File: config.mk
export PLATFORM = sky130hd
export DESIGN_NAME = sqrs_sqrt_cell
export DESIGN_NICKNAME = d
export VERILOG_FILES = /design/src/sv/sqrs_sqrt_cell.sv
export SDC_FILE = /design/constraint.sdc
export NUM_CORES = 1
export LEC_CHECK = 0
export ABC_AREA = 1
export ABC_CLOCK_PERIOD_IN_PS = 2300
export BUFFER_PORTS_ARGS = -buffer_cell sky130_fd_sc_hd__buf_2
export CELL_PAD_IN_SITES_DETAIL_PLACEMENT = 0
export CELL_PAD_IN_SITES_GLOBAL_PLACEMENT = 1
export CORE_UTILIZATION = 38
export CTS_BUF_LIST = sky130_fd_sc_hd__clkbuf_8
export DETAILED_ROUTE_END_ITERATION = 7
export PLACE_DENSITY_LB_ADDON = 0.1
export SETUP_SLACK_MARGIN = 0.5
export SYNTH_ARGS = -nofsm -noshare
export SYNTH_HDL_FRONTEND = slang
export SYNTH_SLANG_ARGS = --single-unit
File: constraint.sdc
create_clock -name clk_i -period 2.3 [get_ports clk_i]
set_input_delay 0.23 -clock clk_i [delete_from_list [all_inputs] [get_ports clk_i]]
set_output_delay 0.23 -clock clk_i [all_outputs]
set_load 0.005 [all_outputs]
File: src/sv/sqrs_sqrt_cell.sv
// ----------------------------------------------------------------------------
// Square root cell
// Resolves one root bit per enabled cycle and hands remainder, partial root
// and the remaining operand bits to the next cell.
// ----------------------------------------------------------------------------
module sqrs_sqrt_cell #(
  parameter int SQW = 33
) (
  input  logic             clk_i,
  input  logic             en_i,
  input  logic [SQW+1:0]   rem_i,
  input  logic [SQW-1:0]   root_i,
  input  logic [2*SQW-1:0] op_i,
  output logic [SQW+1:0]   rem_o,
  output logic [SQW-1:0]   root_o,
  output logic [2*SQW-1:0] op_o
);

  localparam int RW  = SQW + 2;
  localparam int OPW = 2 * SQW;

  logic [RW+1:0]    r2;
  logic [RW+1:0]    trial;
  logic             ge;
  logic [RW-1:0]    rem_d;
  logic [SQW-1:0]   root_d;
  logic [OPW-1:0]   op_d;

  always_comb begin
    r2     = {rem_i, op_i[OPW-1 -: 2]};
    trial  = (RW+2)'({root_i, 2'b01});
    ge     = (r2 >= trial);
    rem_d  = ge ? RW'(r2 - trial) : RW'(r2);
    root_d = {root_i[SQW-2:0], ge};
    op_d   = {op_i[OPW-3:0], 2'b00};
  end

  always_ff @(posedge clk_i) begin
    if (en_i) begin
      rem_o  <= rem_d;
      root_o <= root_d;
      op_o   <= op_d;
    end
  end

endmodule

==> results.md <==
* Multi-input logic area at between 3000 and 4000 um2
* Post-Synthesis Cells at 806
* Final Net Count at 1,391
* VDD IR-drop max at 0.331 mV
* Dpl hpwl at roughly 17,000 um
* Antenna diode count at 0
* DP Area at 9730 um2
* Total CTS buffers at 17
* Crit path cell chain: buf_2, inv_1, ha_1, nand4_1, buf_4, nor3_4, nand2_1, nand4_4, clkbuf_2, buf_4, o21ai_0
* Core box area at 19,400 um2
* Lkg Pwr at 5.34 nW
* Post-route ant nets at 0
* Final setup vio count at 0
* Cell row count at 51
* I/O Buffers at 267
* Drt first pass iters at 7
* WL per Instance at 15.1 um
* Routed vias/inst at ~4.5
* Cell area after layout at 11,300 um2
* Final routed DRC violation total at 0
* Yosys warning total at 0
* Synth Cell Area at 7520 um2
* Max clock buf depth at 2
* Register area at around 4000 um2
* First-pass GRT wire length at 34,300 um
* Crit path buf inv count at 5
* Slew Viols, Final at 0
* Gr ovfl total at 0
* Unrepaired setup endpoints after global routing: yes
* DIE AREA at roughly 20,000 um2
* Area leader, netlist: edfxtp_1
* Cell family with most CP delay: buffers and inverters
* Largest cells by area after synthesis: edfxtp_1 53%, nand2_1 13%, inv_1 6.2%
* Crit Path Class: in -> reg
* Die X-Extent at 143 um
* CTS tree: yes
* Synth Register Bits at 132
* MaxCap Viol Count at 0
* Endpoint type of the worst setup path: flop
* TritonCTS Sinks at 132
* Status: finished, final reports clean
* I/O Pins at 270
* Number of distinct library cells after synthesis at 34
* Worst endpoint required time at 2.51 ns
* Final wirelength at 22,600 um
* Post-synthesis async set-or-reset flop share at 0%
* Reg clk slew, reported paths at about 0.090 ns
* Antenna violations before repair at 0
* Die H at ~140 um
* Area delta synth->final at 50.7%
* Slowest CP cell: ha_1
* Share of cells above drive strength 1 at 38.1%
* Final hold violation count at 0
* CP Max Fanout at 5
* GP Congestion at 0.875
* Ys flop type: edfxtp_1
* Startpoint types: input pin
* Syn Area/Cell at 9.33 um2
* Final critical path time including I/O delays and setup at 1.71 ns
* Total chip power at 0.00674 W
* # fillers at 1,810
* Arr. time, crit path at 1.92 ns
* Seq/Total Area, Yosys at between 50% and 60%
* Overall via count from detail_route at 6,723
* Min-delay worst type: in -> reg
* CTS root buf: clkbuf_8
* Pwr/cell area at 595 nW/um2
* Slowest stage delay, CP at 0.36 ns
* Initial Util at 38.8%
* Crit share post-route at 74.3%
* Synth top area share at 52.7%
* Iter 0 DRT Violations at 293
* Vias in the first global route at about 6,700
* GRT Resource Usage Total at 22.2%
* Post-synth EDFFs at 132
* Largest net degree at the start of global routing at 81
* Crit-path most repeated cell: buf_4
* F_max at between 500 and 600 MHz
* Htree depth at 4
==> where the power goes <==
part           internal [W]  leakage, nW  switching (W)
clock network      0.000990        0.190        0.00106
logic              0.000798         3.86       0.000906
registers           0.00293         1.29      0.0000535
total               0.00472         5.34        0.00202
==> worst paths after layout <==
kind | startpoint | end | slack (ns) | cells after the start
worst max-delay path | root_i[31] | rem_o[1]$_DFFE_PP_ | 0.59 | 11
worst min-delay path | rem_i[29] | rem_o[31]$_DFFE_PP_ | 0.09 | 3
==> state kept, by name (all words and copies together), names as in the netlist <==
register,cells
root_o,33
rem_o,35
op_o,64
==> metal layers <==
layer / global-route usage, % / vias to the layer above / routed length, um
li1: - / 3457 / -
met1: 26.9 / 3038 / 10000
met2: 39.8 / 198 / 11100
met3: 4.53 / 30 / 1150
met4: 6.34 / 0 / 343
met5: 0 / - / 0
==> cells in the mapped netlist (2+ instances only) <==
master    instances
nor2_4            2
nor4_1            3
nand2_1         259
inv_2             4
o21bai_1          7
buf_4             2
o21ai_0           5
nand4_1           6
nand2_2           9
nand3_2          41
nor2_1           53
ha_1             35
a21oi_2           2
nand3_1          39
xor2_1           16
a21oi_1          24
nand3b_1          8
nor3_1            5
inv_1           125
nor2_2            8
edfxtp_1        132
buf_6             9
==> through the flow <==
stage               hold WS, ns  worst slack [ns]  util [%]  std cells  TNS, ns
floorplan                 0.329             0.500         -        807        0
CTS                      0.0722             0.511      57.6       1489        0
global route             0.0712             0.488      58.4       1497        0
finish                   0.0948             0.590      58.4       1497        0
global placement          0.406           -0.0150      50.2       1359  -0.0296
detailed placement        0.408           -0.0415      50.2       1359   -0.274
==> kinds of logic after synthesis <==
family,Yosys count,synth area share [%]
AOI/OAI and AO/OA,41,3.13
xor gates and xnor gates,17,1.98
adders and majority gates,35,5.83
buffers and inverters,142,8.24
DFF,132,52.7
other,1,0.0499
and+or+nand+nor,438,28.0
==> placed cells by master (no fill, tap or decap), drive strengths merged <==
| cell type | netlist | layout |
|---|---|---|
| buf | 12 | 308 |
| nand2 | 269 | 269 |
| inv | 129 | 137 |
| edfxtp | 132 | 132 |
| dlygate4sd3 | 0 | 96 |
| nand3 | 80 | 80 |
| nor2 | 63 | 63 |
| ha | 35 | 35 |
| a21oi | 26 | 26 |
| clkbuf | 0 | 19 |
| xor2 | 16 | 16 |
| nand3b | 8 | 8 |
| o21bai | 7 | 7 |
| nand4 | 7 | 7 |
| o21ai | 6 | 6 |
| nor3 | 6 | 6 |
| clkinvlp | 0 | 4 |
| nor4 | 3 | 3 |
| conb | 1 | 2 |
| bufinv | 0 | 2 |
| clkinv | 1 | 1 |
| and2 | 1 | 1 |
| and3 | 1 | 1 |
| a21o | 1 | 1 |
| o211ai | 1 | 1 |
| xnor2 | 1 | 1 |
==> tightest hold or removal path, cell delays in order <==
cell and delay [ns]:
buf_2 0.10, nand3_2 0.06, nand2_1 0.06
==> what timing repair did <==
action / in CTS / in global routing
setup buffers: 3 / 7
endpoints found under the setup margin: 26 / 35
hold buffers: 96 / 0
gates cloned: 0 / 1
hold endpoints to repair: 96 / 0
pin swaps: 3 / 6
resized for setup: 7 / 17
==> cell type report <==
| cell class | count | area share, % |
|---|---|---|
| sequential | 132 | 35.0 |
| multi-input combinational | 533 | 30.4 |
| timing repair buffer | 406 | 23.9 |
| inverter | 130 | 4.31 |
| tap | 265 | 2.93 |
| clock buffer | 17 | 2.06 |
| clock inverter | 14 | 1.46 |
No activity file was read; power rests on OpenSTA's default activity.
