==> config.mk <==
export PLATFORM = sky130hd
export DESIGN_NAME = sqrs_div_cell
export DESIGN_NICKNAME = d
export VERILOG_FILES = /design/src/sv/sqrs_div_cell.sv
export SDC_FILE = /design/constraint.sdc
export NUM_CORES = 1
export LEC_CHECK = 0
export CORE_ASPECT_RATIO = 0.75
export CORE_UTILIZATION = 31
export DETAILED_ROUTE_END_ITERATION = 6
export DONT_BUFFER_PORTS = 1
export HOLD_SLACK_MARGIN = 0.02
export RECOVER_POWER = 25
export SLEW_MARGIN = 20
export SYNTH_ARGS = -nofsm -noshare
export SYNTH_HDL_FRONTEND = slang
export SYNTH_SLANG_ARGS = --single-unit
==> constraint.sdc <==
create_clock -name clk_i -period 2.7 [get_ports clk_i]
set_clock_uncertainty 0.2 [all_clocks]
set_input_delay 0.27 -clock clk_i [delete_from_list [all_inputs] [get_ports clk_i]]
set_output_delay 0.27 -clock clk_i [all_outputs]
set_load 0.05 [all_outputs]
==> src/sv/sqrs_div_cell.sv <==
// ----------------------------------------------------------------------------
// Division cell
// Resolves one quotient bit per enabled cycle by restoring division and hands
// the remainder, the numerator and quotient word and the divisor onwards.
// ----------------------------------------------------------------------------
module sqrs_div_cell #(
  parameter int NW  = 50,
  parameter int DVW = 34
) (
  input  logic           clk_i,
  input  logic           en_i,
  input  logic [DVW-1:0] rem_i,
  input  logic [NW-1:0]  nq_i,
  input  logic [DVW-1:0] div_i,
  output logic [DVW-1:0] rem_o,
  output logic [NW-1:0]  nq_o,
  output logic [DVW-1:0] div_o
);

  logic [DVW:0]   r2;
  logic           ge;
  logic [DVW-1:0] rem_d;
  logic [NW-1:0]  nq_d;

  always_comb begin
    r2    = {rem_i, nq_i[NW-1]};
    ge    = (r2 >= {1'b0, div_i});
    rem_d = ge ? DVW'(r2 - {1'b0, div_i}) : DVW'(r2);
    nq_d  = {nq_i[NW-2:0], ge};
  end

  always_ff @(posedge clk_i) begin
    if (en_i) begin
      rem_o <= rem_d;
      nq_o  <= nq_d;
      div_o <= div_i;
    end
  end

endmodule

==> metrics, run 1 <==
outcome finished, violations left; failing checks negative hold slack; Distinct cells, synth 56; Post-Synthesis Cell Area 5920 um^2; Fin Hold WS -0.234 ns; placed instance area 7010 um^2; Crit. End Element flop; Post CTS Setup Buffer Count 0; Least-Margin Pin Slew 0.563 ns; Synth Area in Simple Gates 0.0901; Cell Pwr Density 719 nW/um^2; # DRC 0; die area 19600 um^2; worst hold path class primary input to flop; vias in the first global route around 4800; Max Cap Viol 0; CP max FO 8; Die Y-Extent 122 um; FF+latch area 3540 um^2; crit start category primary input; area grow syn2layout 49.2%; Cells after Synth 497; syn_area_per_cell 11.9 um^2; cts bufs inserted 17; First-pass DRT Iterations 6; Seq cells post-synth 118; pre-CTS setup slack -0.356 ns; Post-synth EDFFs 118; CP Class primary input to flop; Finished Cell Area 8830 um^2; layout cells sized above 1 0.225; Hold Vio Cnt, Final 118; largest net degree at the start of global routing about 120; post-synth top area share 0.599; Synth Area in XOR/XNOR 0.0429; final setup violation count 0; antenna violations before repair 0; Root Driver clkbuf_16; Synth Warn # 0; first-pass GRT wire length 26600 um; VDD IR max 489 uV; Starting Density 0.319; Worst slew margin 0.626; largest family of logic cells by synthesized area compound AO/OA/AOI/OAI gates; Seq/Total Area, Yosys 0.599; max-slew violations 0; Overall Global Routing Usage 0.182; PnR worst setup slack 0.167 ns; Period minus WS final between 2 and 3 ns; Clock transition at path regs around 0.060 ns; Vias/cell 4.74; footprint of the multi-input gates roughly 2200 um^2; Synthesized Nets 652; WP data required 2.67 ns; CTS tree yes; post-synthesis mux area share 0.00761; hpwl dp 12800 um; ys async rst share 0; Final #Nets 872; compound-cell area share of the yosys netlist 0.139; Vias 4627; GPL Wtd Cong 0.855; antenna diode count 0; Clock Sink Count approximately 120; core area 18600 um^2; port bufs 0; drt initial violations 320; synth top area cells edfxtp_1, ha_1, o21ai_0; cell taking the most area after synthesis edfxtp_1; Main synth FF type edfxtp_1; setup_tns 0 ns; Filler cells 1714; H-tree depth 4; Fmax 395 MHz; Ports ~240; Adder-Cell Fraction of Synth Area 0.0753; Detail Route Antenna Nets 0; WP data arrival 2.50 ns; crit share post-route 0.938; wire length per cell 18.2 um; # rows 43; die span in x 162 um; GRT overflow 0; leakage power 3.51 nW; Max Root-Sink Buffers 2; Routed WL approximately 18000 um
==> stage by stage <==
step / instances / utilization / power, mW
2_1_floorplan: 497 / - / 3.49
3_3_place_gp: 827 / 0.378 / 3.83
3_5_place_dp: 827 / 0.378 / 3.84
4_1_cts: 974 / 0.473 / 6.41
5_1_grt: 977 / 0.475 / 6.60
6_report: 977 / 0.475 / 6.35
==> metal layers <==
metal  routed length [um]  share of wire  vias up  global-route usage
met1                 7900           0.44     2164               0.223
met5                    0              0        -                   0
li1                     -              -     2270                   -
met3                 1230          0.069       20              0.0599
met4                  248          0.014        0              0.0584
met2                 8440           0.47      173               0.304
==> worst max-delay path: stages <==
cell and delay, ns:
inv_1 0.03, ha_1 0.30, buf_4 0.16, and3_1 0.19, a221o_1 0.31, a21o_1 0.18, a32o_2 0.27, a21boi_4 0.28
buf_12 0.18, mux2_2 0.33
==> cells in the mapped netlist, types with 6 or more instances <==
library cell	number
edfxtp_1	118
nand2_1	52
o21ai_0	44
inv_1	41
ha_1	34
a21oi_1	32
nor2_1	22
xnor2_1	16
xor2_1	13
a21o_1	11
clkbuf_1	9
nand4_1	9
nand3_1	7
nor3_1	6
==> worst paths after layout <==
path / end / slack (ns) / cells past startpoint / from
max: rem_o[5]$_DFFE_PP_ / 0.17 / 10 / div_i[21]
min: div_o[21]$_DFFE_PP_ / -0.23 / 0 / en_i
==> cells by family after synthesis <==
group                    Yosys count
buffers and inverters             63
XOR/XNOR                          29
adder cells (fa/ha/maj)           35
multiplexers                       4
flip-flops                       118
AO/OA/AOI/OAI                    131
AND/OR/NAND/NOR                  117
==> final cells by class <==
type,instances,share of cell area
clock inverters,15,0.0220
well taps,247,0.0350
clock buffers,17,0.0482
repair buffers,222,0.224
multi-input cells,316,0.250
flip-flops and latches,118,0.401
inverters,42,0.0196
==> flip-flops by register name, summed over array words and instances (netlist names) <==
signal  count
div_o      34
nq_o       50
rem_o      34
==> cell usage in the layout, fill, tap and decap left out, types with 5 or more instances in the layout <==
master,instances
nand3_1,7
edfxtp_1,118
dlygate4sd3_1,118
ha_1,28
inv_6,5
a21oi_1,30
nor2_1,22
nor3_1,6
xor2_1,13
clkinv_4,5
xnor2_1,16
buf_4,102
clkbuf_16,17
inv_1,37
nand4_1,9
a21o_1,11
ha_4,6
nand2_1,51
o21ai_0,44
==> timing repair <==
item,CTS,global route
setup endpoints to repair,0,6
gates resized for setup,0,3
hold endpoints to repair,235,120
hold buffers,115,3
==> report_power, final <==
part           switching, mW  internal (mW)  leakage, nW  total, mW
clock                  0.913           1.48        0.305       2.39
sequential             0.729           2.27         1.15       2.99
combinational          0.440          0.522         2.06      0.962
Power figures use the tool's default switching activity.
==> run 2, diff against run 1 <==
Settings changed: CORE_MARGIN from default to 2.
==> run 2 against run 1 <==
The run still ends with negative hold slack left. Final cell count is 0.92% lower. Critical path depth is 1 higher. Combinational power is 1% lower. Die area is 2.9% higher. Final area is 1.3% lower. Largest cell class unchanged. Largest power group unchanged.
==> metrics, run 2 (synthesis results as in run 1) <==
GRT overflow 0; most frequent cells in the layout edfxtp_1, dlygate4sd3_1, buf_4, nand2_1, o21ai_0; VDD IR max approximately 450 uV; drt initial violations 215; Largest register FFs 50; WP data arrival 2.48 ns; Routed WL between 15000 and 20000 um; largest net degree at the start of global routing around 120; Overall Global Routing Usage 0.172; Worst slew margin 0.661; CP max FO 17; Starting Density 0.318; # rows 43; GPL Wtd Cong 0.804; Vias roughly 4600; Fmax just under 400 MHz; WP data required 2.65 ns; wire length per cell 18.2 um; Clock Sink Count between 100 and 150; Die Y-Extent approximately 120 um; Max Cap Viol 0; Post CTS Setup Buffer Count 0; Root Driver clkbuf_16; CTS tree yes; worst hold path class primary input to flop; Biggest register nq_o; Max Root-Sink Buffers 2; cts bufs inserted 17; CP Class primary input to flop; die span in x 164 um; PnR worst setup slack 0.165 ns; failing checks negative hold slack; Crit. End Element flop; Final #Nets 864; max-slew violations 0; Hold Vio Cnt, Final around 120; layout cells sized above 1 0.214; Period minus WS final 2.54 ns; die area 20200 um^2; final cell count without fillers 968; crit start category primary input; Largest regs nq_o (50), div_o (34), rem_o (34); vias in the first global route 4939; Filler cells roughly 1800; pre-CTS setup slack -0.313 ns; met1 WL 7680 um; area grow syn2layout 47.3%; hold buffer count at cts 118; outcome finished, violations left; DR WL met2 8380 um; core area 18600 um^2; Least-Margin Pin Slew 0.509 ns; antenna diode count 0; Detail Route Antenna Nets 0; # DRC 0; crit share post-route 0.939; Cell Pwr Density between 700 and 800 nW/um^2; length of routed met3 wiring between 1000 and 1500 um; Core Util, Final 0.468; placed insts 819; port bufs 0; Fin Hold WS -0.230 ns; first-pass GRT wire length ~26000 um; antenna violations before repair 0; First-pass DRT Iterations 4; hpwl dp 12600 um; uppermost layer routed met4; final setup violation count 0; Clock transition at path regs roughly 0.06 ns; Ports 238; leakage power 3.43 nW; H-tree depth 4; Vias/cell 4.78
run 2: changes by cell type in the layout (fill, tap and decap cells not counted), sizes merged:
| cell | before | now |
|---|---|---|
| buf | 104 | 96 |
| inv | 48 | 42 |
| clkinvlp | 0 | 4 |
| bufinv | 3 | 2 |
| clkbuf | 17 | 18 |
| clkinv | 6 | 7 |
run 2: cell type report:
type	instances	area, um^2	area share
Multi-Input combinational cell	316	2210	0.254
Tap cell	247	309	0.0355
Sequential cell	118	3540	0.407
Clock inverter	13	135	0.0155
Clock buffer	18	429	0.0493
Inverter	42	173	0.0198
Timing Repair Buffer	214	1910	0.220
run 2: worst max-delay path, stage by stage:
cell and delay (ns):
inv_1 0.03, ha_1 0.31, nand2_1 0.10, a21oi_1 0.06
o21ai_0 0.28, o211ai_1 0.17, a2111oi_1 0.45, a21boi_4 0.29
buf_12 0.17, buf_4 0.22, o21ai_0 0.13
run 2: through the flow:
step           total power, mW  instance area, um^2   TNS, ns
3_3_place_gp              3.83                 6950     -6.36
3_5_place_dp              3.84                 6950     -7.00
5_1_grt                   6.37                 8710  -0.00126
6_report                  6.13                 8710         0
2_1_floorplan             3.49                 6050    -0.208
4_1_cts                   6.19                 8700         0
run 2: what timing repair did:
action | 4_1_cts | 5_1_grt
resized for setup | 0 | 3
setup endpoints to repair | 0 | 17
hold endpoints to repair | 235 | 118
run 2: power by group:
part	switching (mW)	internal (mW)
logic	0.437	0.514
registers	0.726	2.27
clock network	0.836	1.35
run 2: path summary, 6_finish.rpt:
path | from | to | slack, ns | cells past startpoint
worst min-delay path | en_i | div_o[24]$_DFFE_PP_ | -0.23 | 0
worst max-delay path | div_i[30] | rem_o[18]$_DFFE_PP_ | 0.16 | 11
run 2: routing by layer:
layer | GRT usage | up-vias
met5 | 0 | -
met4 | 0.0559 | 0
met3 | 0.0523 | 17
met2 | 0.291 | 170
met1 | 0.213 | 2194
li1 | - | 2249
